===== src/hdl/ppm_frame_generator_top_macros.svh =====
// ---------------------------------------------------------------------------
// ppm frame generator assertion macros
// concurrent checks on clk, disabled while rst_n is low
// ---------------------------------------------------------------------------
`ifndef PPM_FRAME_GENERATOR_TOP_MACROS_SVH
`define PPM_FRAME_GENERATOR_TOP_MACROS_SVH

`ifndef SYNTHESIS

`define PFG_ASSERT_IMP(label, ante, cons, msg) \
    label: assert property (@(posedge clk) disable iff (!rst_n) (ante) |-> (cons)) \
        else $error(msg);

`define PFG_ASSERT_NXT(label, ante, cons, msg) \
    label: assert property (@(posedge clk) disable iff (!rst_n) (ante) |=> (cons)) \
        else $error(msg);

`else

`define PFG_ASSERT_IMP(label, ante, cons, msg)

`define PFG_ASSERT_NXT(label, ante, cons, msg)

`endif

`endif


===== src/hdl/ppmfg_pkg.sv =====
// ---------------------------------------------------------------------------
// ppmfg_pkg
// widths, limits, register codes and reset values of the ppm frame generator
// ---------------------------------------------------------------------------
`default_nettype none

package ppmfg_pkg;

    localparam int MAX_CHANNELS_DEFAULT = 8;

    // field widths
    localparam int CNT_W     = 4;
    localparam int PW_W      = 10;
    localparam int FL_W      = 16;
    localparam int IDX_IN_W  = 3;
    localparam int VAL_IN_W  = 12;
    localparam int STORE_W   = 11;
    localparam int SLOT_W    = 4;
    localparam int TICK_W    = 16;
    localparam int CFG_IDX_W = 2;
    localparam int CFG_DAT_W = 16;

    // channel limits and sync floor
    localparam logic [STORE_W-1:0] CHAN_MIN    = STORE_W'(1000);
    localparam logic [STORE_W-1:0] CHAN_MAX    = STORE_W'(2000);
    localparam logic [STORE_W-1:0] CHAN_RESET  = STORE_W'(1500);
    localparam logic [STORE_W-1:0] STORE_SAT   = '1;
    localparam logic [TICK_W-1:0]  SYNC_LOW_MIN = TICK_W'(3000);

    // register reset values
    localparam logic [CNT_W-1:0] COUNT_RESET = CNT_W'(8);
    localparam logic [PW_W-1:0]  PULSE_RESET = PW_W'(300);
    localparam logic [FL_W-1:0]  FRAME_RESET = FL_W'(22500);

    typedef enum logic [CFG_IDX_W-1:0] {
        CFG_CHANNEL_COUNT = 2'd0,
        CFG_PULSE_WIDTH   = 2'd1,
        CFG_FRAME_LENGTH  = 2'd2
    } cfg_index_t;

    typedef enum logic {
        ACT_TICK  = 1'b0,
        ACT_WRITE = 1'b1
    } action_t;

    function automatic logic [STORE_W-1:0] clamp_chan(input logic [STORE_W-1:0] v);
        logic [STORE_W-1:0] r;
        r = v;
        if (v < CHAN_MIN) r = CHAN_MIN;
        if (v > CHAN_MAX) r = CHAN_MAX;
        return r;
    endfunction

endpackage

`default_nettype wire


===== src/hdl/ppm_frame_generator_top.sv =====
// ---------------------------------------------------------------------------
// ppm_frame_generator_top
// rc ppm pin waveform generator, one microsecond tick or channel write per item
// ---------------------------------------------------------------------------
// Input items carry either a tick (action 0) or a channel write (action 1,
// channel_index and channel_value). Each accepted item gives exactly one
// result item: pin_level, frame_start and slot_number after that item.
// The result is registered and valid the cycle after acceptance, and one
// item is accepted every cycle while the result side keeps up. The state
// registers double as the result register, so in_stall rises only while a
// result is held and out_stall is high; a stalled result stays unchanged.
// Configuration writes (cfg_write, cfg_index, cfg_data) are registered and
// are meant for idle periods; pulse width, frame length and count are used
// when the next phase or slot is loaded.
// After reset the pin idles low, every channel holds 1500, the count is 8,
// the pulse 300 and the frame 22500 ticks; frames start on a tick with
// run_enable high. The sync gap costs one small multiply and two subtracts
// in the slot load path.
// ---------------------------------------------------------------------------
`default_nettype none

`include "ppm_frame_generator_top_macros.svh"

module ppm_frame_generator_top
    import ppmfg_pkg::*;
#(
    parameter int MAX_CHANNELS = MAX_CHANNELS_DEFAULT
)
(
    input  wire logic                 clk,
    input  wire logic                 rst_n,

    input  wire logic                 cfg_write,
    input  wire logic [CFG_IDX_W-1:0] cfg_index,
    input  wire logic [CFG_DAT_W-1:0] cfg_data,

    input  wire logic                 in_valid,
    output logic                      in_stall,
    input  wire logic                 action,
    input  wire logic [IDX_IN_W-1:0]  channel_index,
    input  wire logic [VAL_IN_W-1:0]  channel_value,
    input  wire logic                 run_enable,

    output logic                      out_valid,
    input  wire logic                 out_stall,
    output logic                      pin_level,
    output logic                      frame_start,
    output logic [SLOT_W-1:0]         slot_number
);

    localparam int ADDR_W = (MAX_CHANNELS > 1) ? $clog2(MAX_CHANNELS) : 1;
    localparam int USED_W = $clog2(MAX_CHANNELS * 2000 + 1);
    localparam int CMP_W  = 6;
    localparam int PROD_W = 15;
    localparam int GAP_W  = 18;

    // configuration registers
    logic [CNT_W-1:0] count_reg;
    logic [PW_W-1:0]  pulse_reg;
    logic [FL_W-1:0]  frame_reg;

    // channel store
    logic [STORE_W-1:0] store_reg [MAX_CHANNELS];

    // frame state, also the result register
    logic              active_reg,  active_next;
    logic [SLOT_W-1:0] slot_reg,    slot_next;
    logic              high_reg,    high_next;
    logic [TICK_W-1:0] rem_reg,     rem_next;
    logic [TICK_W-1:0] low_reg,     low_next;
    logic [USED_W-1:0] used_reg,    used_next;
    logic              pin_reg,     pin_next;
    logic              fs_reg,      fs_next;
    logic              ovalid_reg;

    logic               accept;
    logic               tick;
    logic               wr_hit;
    logic [ADDR_W-1:0]  wr_addr;
    logic [STORE_W-1:0] wr_val;

    logic [SLOT_W-1:0]  eff_n;
    logic               frame_go;
    logic               slot_go;
    logic [SLOT_W-1:0]  slot_tgt;
    logic [USED_W-1:0]  used_base;
    logic               tgt_is_chan;
    logic [STORE_W-1:0] chan_v;
    logic [STORE_W-1:0] chan_low;
    logic [PROD_W-1:0]  pulse_prod;
    logic signed [GAP_W-1:0] gap;
    logic [TICK_W-1:0]  low_tgt;
    logic [USED_W-1:0]  used_tgt;

    assign in_stall = ovalid_reg && out_stall;
    assign accept   = in_valid && !in_stall;
    assign tick     = accept && (action == ACT_TICK);

    // channel write path
    assign wr_hit  = CMP_W'(channel_index) < CMP_W'(MAX_CHANNELS);
    assign wr_addr = ADDR_W'(channel_index);
    assign wr_val  = channel_value[VAL_IN_W-1] ? STORE_SAT : channel_value[STORE_W-1:0];

    // count above the store depth acts as the full store
    assign eff_n = (CMP_W'(count_reg) > CMP_W'(MAX_CHANNELS)) ?
                   SLOT_W'(MAX_CHANNELS) : count_reg;

    assign frame_go = !active_reg ? run_enable :
                      (rem_reg == '0) && !high_reg && !(slot_reg < eff_n) && run_enable;
    assign slot_go  = active_reg && (rem_reg == '0) && !high_reg && (slot_reg < eff_n);

    // next slot load
    assign slot_tgt    = frame_go ? '0 : slot_reg + SLOT_W'(1);
    assign used_base   = frame_go ? '0 : used_reg;
    assign tgt_is_chan = slot_tgt < eff_n;
    assign chan_v      = clamp_chan(store_reg[ADDR_W'(slot_tgt)]);
    assign chan_low    = (chan_v > STORE_W'(pulse_reg)) ? chan_v - STORE_W'(pulse_reg) : '0;

    // sync gap: frame - used - (n + 1) * pulse, floored
    assign pulse_prod = PROD_W'(CMP_W'(eff_n) + CMP_W'(1)) * PROD_W'(pulse_reg);
    assign gap        = $signed(GAP_W'(frame_reg)) - $signed(GAP_W'(used_base))
                        - $signed(GAP_W'(pulse_prod));

    assign low_tgt  = tgt_is_chan ? TICK_W'(chan_low) :
                      (gap < $signed(GAP_W'(SYNC_LOW_MIN))) ? SYNC_LOW_MIN : gap[TICK_W-1:0];
    assign used_tgt = tgt_is_chan ? used_base + USED_W'(chan_v) : used_base;

    always_comb
    begin
        active_next = active_reg;
        slot_next   = slot_reg;
        high_next   = high_reg;
        rem_next    = rem_reg;
        low_next    = low_reg;
        used_next   = used_reg;
        pin_next    = pin_reg;
        fs_next     = fs_reg;
        if (accept)
        begin
            fs_next = 1'b0;
        end
        if (tick)
        begin
            if (frame_go || slot_go)
            begin
                active_next = 1'b1;
                slot_next   = slot_tgt;
                high_next   = 1'b1;
                pin_next    = 1'b1;
                rem_next    = TICK_W'(pulse_reg);
                low_next    = low_tgt;
                used_next   = used_tgt;
                fs_next     = frame_go;
            end
            else if (active_reg && (rem_reg == '0))
            begin
                if (high_reg)
                begin
                    high_next = 1'b0;
                    pin_next  = 1'b0;
                    rem_next  = low_reg;
                end
                else
                begin
                    // frame over and run cleared
                    active_next = 1'b0;
                    slot_next   = '0;
                    high_next   = 1'b0;
                    rem_next    = '0;
                    pin_next    = 1'b0;
                end
            end
            // the tick that starts a phase counts as its first
            if (active_next && (rem_next != '0))
            begin
                rem_next = rem_next - TICK_W'(1);
            end
        end
    end

    always_ff @(posedge clk or negedge rst_n)
    begin
        if (!rst_n)
        begin
            count_reg  <= COUNT_RESET;
            pulse_reg  <= PULSE_RESET;
            frame_reg  <= FRAME_RESET;
            for (int i = 0; i < MAX_CHANNELS; i++)
            begin
                store_reg[i] <= CHAN_RESET;
            end
            active_reg <= 1'b0;
            slot_reg   <= '0;
            high_reg   <= 1'b0;
            rem_reg    <= '0;
            low_reg    <= '0;
            used_reg   <= '0;
            pin_reg    <= 1'b0;
            fs_reg     <= 1'b0;
            ovalid_reg <= 1'b0;
        end
        else
        begin
            if (cfg_write)
            begin
                unique case (cfg_index)
                    CFG_CHANNEL_COUNT: count_reg <= cfg_data[CNT_W-1:0];
                    CFG_PULSE_WIDTH:   pulse_reg <= cfg_data[PW_W-1:0];
                    CFG_FRAME_LENGTH:  frame_reg <= cfg_data[FL_W-1:0];
                    default:           ;
                endcase
            end
            if (accept && (action == ACT_WRITE) && wr_hit)
            begin
                store_reg[wr_addr] <= wr_val;
            end
            active_reg <= active_next;
            slot_reg   <= slot_next;
            high_reg   <= high_next;
            rem_reg    <= rem_next;
            low_reg    <= low_next;
            used_reg   <= used_next;
            pin_reg    <= pin_next;
            fs_reg     <= fs_next;
            if (accept)
            begin
                ovalid_reg <= 1'b1;
            end
            else if (!out_stall)
            begin
                ovalid_reg <= 1'b0;
            end
        end
    end

    assign out_valid   = ovalid_reg;
    assign pin_level   = pin_reg;
    assign frame_start = fs_reg;
    assign slot_number = slot_reg;

    `PFG_ASSERT_IMP(a_idle_low, !active_reg, !pin_reg && (slot_reg == '0), "idle pin not low")
    `PFG_ASSERT_IMP(a_pin_phase, active_reg, pin_reg == high_reg, "pin disagrees with phase")
    `PFG_ASSERT_IMP(a_frame_slot0, ovalid_reg && fs_reg, pin_reg && (slot_reg == '0), "bad frame start")
    `PFG_ASSERT_NXT(a_write_hold, accept && (action == ACT_WRITE), $stable(pin_reg) && $stable(slot_reg) && !fs_reg, "write item moved the waveform")

endmodule

`default_nettype wire

===== config.mk =====
export PLATFORM = sky130hd
export DESIGN_NAME = ppm_frame_generator_top
export DESIGN_NICKNAME = d
export VERILOG_FILES = /design/src/hdl/ppmfg_pkg.sv /design/src/hdl/ppm_frame_generator_top.sv
export VERILOG_INCLUDE_DIRS = /design/src /design/src/hdl
export SDC_FILE = /design/constraint.sdc
export NUM_CORES = 1
export LEC_CHECK = 0
export ABC_AREA = 1
export BUFFER_PORTS_ARGS = -buffer_cell sky130_fd_sc_hd__buf_2
export CAP_MARGIN = 20
export CORE_UTILIZATION = 64
export DETAILED_ROUTE_END_ITERATION = 7
export PLACE_DENSITY = 0.88
export SYNTH_ARGS = -nofsm -noshare
export SYNTH_HDL_FRONTEND = slang
export SYNTH_SLANG_ARGS = --single-unit

===== constraint.sdc =====
create_clock -name clk -period 7.15 [get_ports clk]
set_clock_uncertainty 0.2 [all_clocks]
set_input_delay 0.3575 -clock clk [delete_from_list [all_inputs] [get_ports clk]]
set_output_delay 0.3575 -clock clk [all_outputs]
set_load 0.02 [all_outputs]

* After elaboration in Yosys (flattened, before gate mapping)
Cells that the tools add are included.
** Cells by class
- Equality and inequality tests :: 4
- Muxes and demuxes :: 36
- Shift operators :: 0
- $lt $le $gt $ge :: 10
- Bitwise operators :: 3
- Add/sub/neg operators :: 7
- Reductions and logical operators :: 26
- Multipliers :: 1
- Div/mod/pow operators :: 0
** Operators by type and width (count)
- $mux W16 :: 7
- $bwmux W88 :: 1
- $mux W11 :: 7
- $bmux W11 S3 :: 1
- $demux W11 S3 :: 1
- $mux W14 :: 2
- $mux W4 :: 5
- $lt A18 B13 Y1 const B :: 1
- $sub A17 B16 Y18 :: 1
- $sub A16 B14 Y17 :: 1
- $logic_not A16 Y1 :: 1
- $reduce_bool A16 Y1 :: 1
- $sub A16 B1 Y16 const B :: 1
- $mul A5 B10 Y15 :: 1
- $add A14 B11 Y14 :: 1
- $logic_and A1 B1 Y1 :: 12
- $mux W1 :: 12
- $gt A11 B10 Y1 :: 1
- $gt A11 B11 Y1 const B :: 1
- $lt A11 B10 Y1 const B :: 1
- $sub A11 B10 Y11 :: 1
- $reduce_and A2 Y1 :: 5
- $ge A4 B4 Y1 const B :: 2
- $lt A4 B4 Y1 :: 2
- 14 further kinds :: 18
** Storage, ports and cells
- Memories :: 0
- Flip-flop bits (word level) :: 172
- Output and inout port bits :: 8
- RAM bits :: 0
- Logic and storage cells :: 106
- Bits in latches :: 0
- Memory bits (read-only) :: 0

* Logic depth before layout (Yosys ltp)
- Depth after elaboration :: 18
- Gate-level depth with buffers :: 44

* Least setup slack after synthesis
No wires, ideal clock.
- Path type :: register to register
- Start point :: register count_reg[3]
- End point :: register low_reg[3]
- Required time :: 6.825 ns
- Arrival :: 5.811 ns
- Stages on the path, launching flop included :: 35
- Library setup time :: 0.125 ns
- Slack :: 1.014 ns
- Cells stage by stage :: dfstp_2 inv_2 a21oi_1 nor2_1 ha_1 xor2_1 nor2_1 fa_1 fa_1 inv_1 fa_1 inv_1 ha_1 inv_1 nor3_1 nand2_1 o211ai_1 a21oi_1 o21bai_1 xnor2_1 ha_1 inv_1 o21ai_0 a21oi_1 o211ai_1 a21oi_1 inv_1 a21oi_1 nand2_1 nand3_1 nand2_1 inv_2 nand2_1 nand2_1 nand3_1
** On the way
- Word-level cells in the longest chain between the ends :: 18
** RTL lines
- start: declaration :: line ppm_frame_generator_top.sv:58 : logic [CNT_W-1:0] count_reg;
- start signal: assignment :: line ppm_frame_generator_top.sv:207 : CFG_CHANNEL_COUNT: count_reg <= cfg_data[CNT_W-1:0];
- $gt A4 B4 Y1 :: line ppm_frame_generator_top.sv:105 : assign eff_n = (CMP_W'(count_reg) > CMP_W'(MAX_CHANNELS)) ?
- $mux W4 (*) :: line ppm_frame_generator_top.sv:105
- branches (longest 16 deep; another with $sub A17 B16 Y18)
- end signal: assignment :: line ppm_frame_generator_top.sv:221 : low_reg <= low_next;
- end: declaration :: line ppm_frame_generator_top.sv:70 : logic [TICK_W-1:0] low_reg, low_next;
Mark *: on every way between the ends. The select of a mux whose other input is x is not followed.
A chain may end at the register's enable or synchronous reset.

* Worst setup path after layout
- Start point :: register count_reg[3]
- End point :: register low_reg[4]
The elaborated chain is that of the path after synthesis.

==> run metrics <==
max reg flops between 80 and 90; run status complete, no violations; Starting Density roughly two thirds; Post-synth EDFFs 0; drt pass-1 iters 8; CTS tree yes; ys async rst share between 90% and 100%; share of layout cells above drive strength 1 12.4%; fillers 1713; register bit total from synthesis 172; Worst Hold Class input pin to flip-flop; vias in the first global route between 10000 and 15000; post-layout min period about 6700 ps; drt wl/cell 16.7 um; Multi-input gate area 8120 um^2; top cell type's share of synthesized area 18.4%; number of distinct library cells after synthesis 51; maximum capacitance violations 0; largest net degree at the start of global routing 92; Final Util 71.3%; CTS H-tree lvls 4; Synth Instances 2000; vias between 10000 and 15000; ys flop type dfrtp_1; initial antenna violation count 1; DIE AREA ~22000 um^2; Skew-Pair Late Insertion Delay ~440 ps; yosys warns 0; clk sinks around 170; RSZ-0062 raised after global routing no; drt total wl 38.9 mm; Tcrit/Tclk final 94.0%; Mapped Area 13900 um^2; remaining antenna violation count 0; Crit-path slowest cell dfstp_2; Reg area 4390 um^2; synth cell count leaders 683 x nand2_1, 278 x inv_1, 185 x nand3_1; final setup fails 0; CP Capture Type flip-flop; placed inst area around 14000 um^2; fmax roughly 150 MHz; Arr. time, crit path 6830 ps; register area share after synthesis 31.6%; IO Port Bufs 47; Final Hold Vio Count 0; antenna diode count 0; routability congestion estimate from global placement around 1; FP Rows 53; clock root buffer master clkbuf_16; worst path required time 7260 ps; GRT Total Usage 36.1%; crit path kind flip-flop to flip-flop; CP max FO 9; crit path launch type flip-flop; main area contributors after synthesis nand2_1 18%, dfrtp_1 18%, dfstp_2 13%; Max transition margin a little under 30%; core footprint 21200 um^2; Die X around 150 um; die height 149 um; Ports 48; per-instance average area after synthesis 6.96 um^2; final instance area 15100 um^2; first-pass GRT wire length about 63 mm; Synth area leader nand2_1; Slew Limit Fails 0; CTS Buf Count 17; Worst-Margin Slew 1060 ps; area growth from synthesis to layout 8.34%; cell with the most instances after synthesis nand2_1; final setup TNS 0 ps; delay-heaviest family, CP adder cells; post-route DRC violation count 0; drt first-iter violations 1201; CP Buf/Inv Count 6; Total Nets Final 2192; total gr overflow 0; CTS clk-pin slew, worst paths approximately 70 ps; cell mode on critical path nand2_1; CP peak stage delay 570 ps; dpl hpwl 28.5 mm; Post-CTS Setup Inserts 0; CTS Buffer Depth 2; DR vias/cell 5.78
-- layout make-up --
class | count | area share [%]
well taps | 275 | 2.28
multi-input cells | 1480 | 53.9
repair buffers | 79 | 3.54
clock inverters | 13 | 0.946
inverters | 291 | 7.29
clock buffers | 19 | 2.94
flip-flops and latches | 172 | 29.1
-- routing by layer --
metal / track usage (%) / vias to the layer above / share of wire, % / wire (um)
li1: - / 6413 / - / -
met1: 47.8 / 6310 / 41 / 16100
met2: 57.5 / 637 / 46 / 18100
met3: 6.65 / 111 / 8.9 / 3460
met4: 15.9 / 2 / 3.4 / 1330
met5: 0 / - / 0.023 / 9
-- cell families after synthesis --
family	after synthesis	share of synthesized area, %
compound gates	225	8.86
other cells	2	0.0540
fa+ha+maj	111	11.5
xor+xnor	45	2.83
flops	172	31.6
mux	31	2.51
simple gates	1058	32.3
buf+inv	356	10.4
-- worst min-delay path, delay by kind of cell --
family / cells / cell delay [ps]
AOI/OAI and AO/OA: 1 / 180
buffers and inverters: 2 / 160
-- timing repair --
action | in CTS | in global routing
hold buffers | 13 | 0
gates resized for setup | 0 | 4
setup endpoints to repair | 0 | 11
endpoints found under the hold margin | 57 | 0
-- through the flow --
stage | setup slack, ps | hold slack [ps] | instances
after floorplan | 1010 | -138 | 2008
after global placement | 635 | 262 | 2283
after detailed placement | 415 | 267 | 2283
after CTS | 340 | 85.5 | 2328
after global routing | 12.8 | 96.9 | 2329
final | 429 | 103 | 2329
-- cell usage in the layout (no fill, tap or decap), types with 18 or more instances in the layout --
cell	instances
dfstp_2	70
nand4_1	23
inv_1	278
nand2_1	682
fa_1	28
nor2_1	109
mux2_2	31
o21ai_0	118
ha_1	83
buf_4	18
xor2_1	34
buf_2	46
nand3_1	184
dfrtp_1	102
a21oi_1	68
-- worst paths after layout --
path	start	to	slack [ps]	cells past startpoint
worst max-delay path	count_reg[3]	low_reg[4]	430	34
worst min register to register	frame_start	frame_start	280	2
worst max register to register	count_reg[3]	low_reg[4]	430	34
max in group asynchronous	rst_n	pulse_reg[5]	5190	4
min in group asynchronous	rst_n	store_reg[67]	360	2
worst min-delay path	cfg_data[4]	frame_reg[4]	100	3
Power is left out: the tool's default activity adds up to more than one toggle a clock period on the data nets, which glitch-free logic cannot reach.
